File: config.mk
export PLATFORM = sky130hd
export DESIGN_NAME = ntuv_iter
export DESIGN_NICKNAME = d
export VERILOG_FILES = /design/src/rtl/core/ntuv_pkg.sv /design/src/rtl/core/ntuv_iter.sv
export SDC_FILE = /design/constraint.sdc
export NUM_CORES = 1
export LEC_CHECK = 0
export BUFFER_PORTS_ARGS = -buffer_cell sky130_fd_sc_hd__buf_2
export CORE_MARGIN = 2
export CORE_UTILIZATION = 35
export CTS_CLUSTER_SIZE = 8
export DETAILED_ROUTE_END_ITERATION = 12
export GPL_TIMING_DRIVEN = 0
export PLACE_DENSITY = 0.64
export SETUP_SLACK_MARGIN = 0.5
export SYNTH_ARGS = -nofsm -noshare
export SYNTH_HDL_FRONTEND = slang
export SYNTH_SLANG_ARGS = --single-unit
export TNS_END_PERCENT = 50
File: constraint.sdc
create_clock -name i_clk -period 7.8 [get_ports i_clk]
set_clock_uncertainty 0.15 [all_clocks]
set_input_delay 0.78 -clock i_clk [delete_from_list [all_inputs] [get_ports i_clk]]
set_output_delay 0.78 -clock i_clk [all_outputs]
set_load 0.05 [all_outputs]
File: src/rtl/core/ntuv_pkg.sv
// package: types and constants shared by the target aiming pipeline
package ntuv_pkg;

    localparam int CoordW  = 16;
    localparam int OffW    = 17;
    localparam int SqW     = 32;
    localparam int LenW    = 33;
    localparam int QBits   = 15;
    localparam int ProdW   = 48;
    localparam int RemW    = 64;
    localparam int FracW   = 28;
    localparam int CfgIdxW = 1;

    localparam logic [CfgIdxW-1:0] CFG_ORIGIN_X = 1'b0;
    localparam logic [CfgIdxW-1:0] CFG_ORIGIN_Y = 1'b1;

    typedef struct packed {
        logic signed [CoordW-1:0] target_a_x;
        logic signed [CoordW-1:0] target_a_y;
        logic signed [CoordW-1:0] target_b_x;
        logic signed [CoordW-1:0] target_b_y;
    } t_in;

    typedef struct packed {
        logic signed [CoordW-1:0] unit_x;
        logic signed [CoordW-1:0] unit_y;
        logic                     chosen_target;
    } t_out;

    typedef struct packed {
        logic [RemW-1:0]  rem;
        logic [ProdW-1:0] prod;
        logic [QBits-1:0] q;
        logic             neg;
    } t_lane;

    typedef struct packed {
        logic            pick_b;
        logic            zero;
        logic [LenW-1:0] len2;
        t_lane           lx;
        t_lane           ly;
    } t_ctx;

endpackage

File: src/rtl/core/ntuv_iter.sv
// one quotient bit of the normalising search for both components
module ntuv_iter #(
    parameter int K = ntuv_pkg::QBits - 1
) (
    input  logic            i_clk,
    input  logic            i_rst_n,
    input  logic            i_en,
    input  logic            i_valid,
    input  ntuv_pkg::t_ctx  i_ctx,
    output logic            o_valid,
    output ntuv_pkg::t_ctx  o_ctx
);

    localparam int RemW  = ntuv_pkg::RemW;
    localparam int ProdW = ntuv_pkg::ProdW;
    localparam int LenW  = ntuv_pkg::LenW;

    logic           r_valid;
    ntuv_pkg::t_ctx r_ctx;
    ntuv_pkg::t_ctx n_ctx;

    function automatic ntuv_pkg::t_lane f_step(ntuv_pkg::t_lane l, logic [LenW-1:0] len2);
        logic [RemW-1:0] term;
        ntuv_pkg::t_lane n;
        term = (RemW'(l.prod) << (K + 1)) + (RemW'(len2) << (2 * K));
        n = l;
        if (term <= l.rem) begin
            n.rem  = l.rem - term;
            n.prod = l.prod + (ProdW'(len2) << K);
            n.q[K] = 1'b1;
        end
        return n;
    endfunction

    always_comb begin
        n_ctx    = i_ctx;
        n_ctx.lx = f_step(i_ctx.lx, i_ctx.len2);
        n_ctx.ly = f_step(i_ctx.ly, i_ctx.len2);
    end

    always_ff @(posedge i_clk) begin
        if (!i_rst_n) begin
            r_valid <= 1'b0;
        end else if (i_en) begin
            r_valid <= i_valid;
        end
    end

    always_ff @(posedge i_clk) begin
        if (i_en) begin
            r_ctx <= n_ctx;
        end
    end

    assign o_valid = r_valid;
    assign o_ctx   = r_ctx;

endmodule

# Yosys cells after proc, flatten, opt, wreduce, memory -nomap -nowiden
# Cells that the tools add are included.
# Widths: inputs -> output; s select.
# totals
regBits	292
out_inout_bits	292
word_cells	24
# classes
n_addsub	6
order_cmp	2
muxes	2
# op_table
op	count
$mux 113	2
$add 63x61->64	2
$le 64x64->1	2
$sub 64x64->64	2
$add 48x47->48	2

# Depth between registers and ports, before layout
# logic_depth
depth_word	3
ltp_mapped	24

# Worst setup path before layout
# No wires, ideal clock.
# synth_timing
path_type	input to register
from	in i_ctx[29] (netlist name)
to	reg r_ctx (netlist bit o_ctx[120]) (data pin)
t_arrival_ns	4.969
path_slack_ns	2.420
path_stages	24
path_buffers	3
cell_sequence	ha_1 > fa_1 > a21o_1 > a21oi_1 > o21ai_0 > nand4_1 > a32o_1 > o221a_2 > o211ai_1 > a21oi_1 > xor2_1 > ha_1 > a21o_1 > a21o_1 > a21o_1 > a21oi_1 > o21ai_0 > or3_1 > o31a_1 > buf_2 > buf_4 > buf_2 > nor2_1 > a21oi_1
# synth_lines
item	line	source
from (decl)	ntuv_iter.sv:9	input ntuv_pkg::t_ctx i_ctx,
to (signal assigned)	ntuv_iter.sv:51	r_ctx <= n_ctx;
to (decl)	ntuv_iter.sv:19	ntuv_pkg::t_ctx r_ctx;

==> flow_metrics.tcl <==
set metrics [dict create \
    critPathLaunchType "input port" \
    synth_warnings 0 \
    cts_resized 0 \
    critPathKind "in2reg" \
    r2r-end "o_valid$_SDFFE_PN0P_" \
    antenna_left 0 \
    violations "DRC" \
    slowest_delay_ps 650 \
    p_total_mw 7.43 \
    h-tree-depth 2 \
    multi_input_area_mm2 0.0139 \
    dp_hpwl_mm 70.2 \
    drv_slew 0 \
    r2r_cells 2 \
    netlist_area_mm2 0.0234 \
    leakagePower_nw 12.8 \
    cts_buffers 43 \
    syn_inst 2551 \
    grt_pass1_vias 21762 \
    outcome "finished, violations left" \
    synth_cell_type_count 83 \
    cp.required_ps 7920 \
    min_path_type "in2reg" \
    viasPerCell 5.43 \
    cpMaxStageDelayCell "o31ai_1" \
    design.core.area_mm2 0.0660 \
    ioPinCount 587 \
    grt_max_degree 121 \
    synth.ff_latch_count 292 \
    synth-main-ff-cell "edfxtp_1" \
    drt-initial-drc-count 1569 \
    drcViolationCount 2 \
    cts_buffer_depth 3 \
    synth_edf_count 291 \
    cts_tree "yes" \
    grt_pass1_wl_mm 129 \
    dr_total_vias 22088 \
    die_w_um 263 \
    ir_drop_v 0.000179 \
    hold_buffers 0 \
    fin_crit_ps 6380 \
    r2r_slack_ps 7030 \
    whs_path_depth 1 \
    syn_area_per_cell_um2 9.18 \
    syn_to_final_growth_pct 22.5 \
    path_max_fanout 10 \
    tightestPinTransition_ps 875 \
    mappedNetlistNets 3082 \
    start_util 0.355 \
    clk_latency_ps 570 \
    avgRoutedWirePerCell_um 21.2 \
    fillerInstances 6579 \
    drive_above_1_share 0.220 \
    ys_top_cells_by_count "edfxtp_1 (291), nand2_1 (285), a21oi_1 (266)" \
    grt_use_total 0.243 \
    p_int_mw 4.12 \
    final.period_utilization 0.818 \
    antenna_found_initial 23 \
    maxSlewHeadroom 0.411 \
    endpoint_kind "register" \
    area.sequential_mm2 0.00876 \
    die_area_mm2 0.0690 \
    seq_area_frac_synth 0.374 \
    die_y_um 263 \
    firstDrtPassIters 9 \
    setup_tns_ps 0 \
    rsz0062_at_grt "no" \
    clock-sinks 292 \
    cap_violations 0 \
    hold_ws_ps 233 \
    final_hold_viol_count 0 \
    power_frac_seq 0.286 \
    rr_startpoint "o_valid$_SDFFE_PN0P_" \
    cp_cell_sequence "buf_2, ha_1, and3_1, nand4_1, nand4bb_1, a31o_2, a21o_1, o21a_1, o21ai_1, nor2_1, xor2_1, ha_1, clkbuf_1, and4_1, nand4_1, a31oi_1, o21ai_2, buf_4, buf_2, o31ai_1" \
    setup_violations 0 \
    gp_congestion 0.935 \
    yosys.area.top_type "edfxtp_1" \
    io_buffers 585 \
    hold_end "o_ctx[290]$_DFFE_PP_" \
    pwr-share-comb 0.487 \
    yosysMostFrequentCell "edfxtp_1" \
    ys_top_cells_by_area "edfxtp_1 (37%), ha_1 (12%), a21oi_1 (5.7%)" \
    switchingPower_mw 3.32 \
    clkTransAtPathRegs_ps 50 \
    hp-start "i_ctx[290]" \
    overflow 0 \
    cts_root_buf "clkbuf_16" \
    row_count 94 \
    p_per_area_mw_per_mm2 259 \
    synth_top_area_frac 0.373 \
    fmaxAchievable_mhz 157 \
    worst_ep_arrival_time_ps 6500 \
    pwr-share-clk 0.227 \
    synth_async_sr_flop_share 0 \
    switching_share 0.446 \
    nets 3714 \
    drt_wl_total_mm 86.2 \
    post_cts_buffers 0 \
]
==> cell usage in the layout, fill, tap and decap left out, types with 26 or more instances in the layout <==
cell type,count
inv_1,100
nand2b_1,33
and3_1,27
o21bai_1,30
nand4_1,42
clkbuf_1,58
nand2_1,285
ha_1,230
buf_2,604
clkbuf_16,43
a21oi_1,266
o21ai_0,194
edfxtp_1,291
o31ai_1,26
xor2_1,88
nand3_1,39
o21a_1,41
nor2_1,193
xnor2_1,95
nor3_1,44
a21o_1,127
==> registers in the layout, summed over array words and instances (netlist names) <==
name and count:
o_valid 1, o_ctx 291
==> how the worst max path moves through the flow <==
stage                          start                    to  cells past startpoint
after global placement    i_ctx[256]  o_ctx[235]$_DFFE_PP_                     21
after global routing      i_ctx[256]  o_ctx[235]$_DFFE_PP_                     20
after detailed placement  i_ctx[256]  o_ctx[235]$_DFFE_PP_                     21
after floorplan            i_ctx[29]  o_ctx[120]$_DFFE_PP_                     24
final                     i_ctx[268]  o_ctx[235]$_DFFE_PP_                     20
after CTS                 i_ctx[256]  o_ctx[235]$_DFFE_PP_                     21
==> cell families after synthesis <==
group	Yosys count	synth area share
AO/OA/AOI/OAI	892	0.244
flip-flops	292	0.374
adder cells (fa/ha/maj)	236	0.128
XOR/XNOR	183	0.0684
buffers and inverters	189	0.0342
AND/OR/NAND/NOR	754	0.149
multiplexers	5	0.00224
==> layer usage <==
metal / wire length, um / global-route usage / vias to the layer above
met3: 4390 / 0.0432 / 173
met2: 42400 / 0.429 / 656
li1: - / - / 10841
met1: 35700 / 0.290 / 10402
met4: 3640 / 0.100 / 16
met5: 103 / 0 / -
==> layout make-up <==
| cell class | instances | share of cell area |
|---|---|---|
| Sequential cell | 292 | 0.305 |
| Antenna cell | 12 | 0.00105 |
| Clock buffer | 47 | 0.0380 |
| Multi-Input combinational cell | 2070 | 0.483 |
| Clock inverter | 6 | 0.00218 |
| Buffer | 89 | 0.0149 |
| Timing Repair Buffer | 587 | 0.104 |
| Tap cell | 864 | 0.0377 |
| Inverter | 100 | 0.0131 |
==> metrics by stage <==
| stage | util | instances | worst slack, ps | cell area (um^2) |
|---|---|---|---|---|
| 4_1_cts | 0.434 | 4055 | 1450 | 28600 |
| 5_1_grt | 0.434 | 4063 | 1240 | 28700 |
| 3_3_place_gp | 0.416 | 4000 | 844 | 27400 |
| 2_1_floorplan | - | 2551 | 2420 | 23400 |
| 6_report | 0.435 | 4067 | 1420 | 28700 |
| 3_5_place_dp | 0.417 | 4002 | 854 | 27500 |
==> power groups by stage <==
stage               Sequential (mW)  Combinational, mW  Clock (mW)
floorplan                      3.03               1.70           0
global placement               2.17               3.60           0
detailed placement             2.16               3.60           0
CTS                            2.13               3.62        1.74
global route                   2.15               3.91        1.79
finish                         2.13               3.62        1.69
==> critical path: cells and delay by family <==
family | cells | cell delay, ps
AOI/OAI and AO/OA | 7 | 2400
and+or+nand+nor | 6 | 1430
buffers and inverters | 4 | 1010
adders and majority gates | 2 | 690
xor gates and xnor gates | 1 | 160
Power figures use the tool's default switching activity.
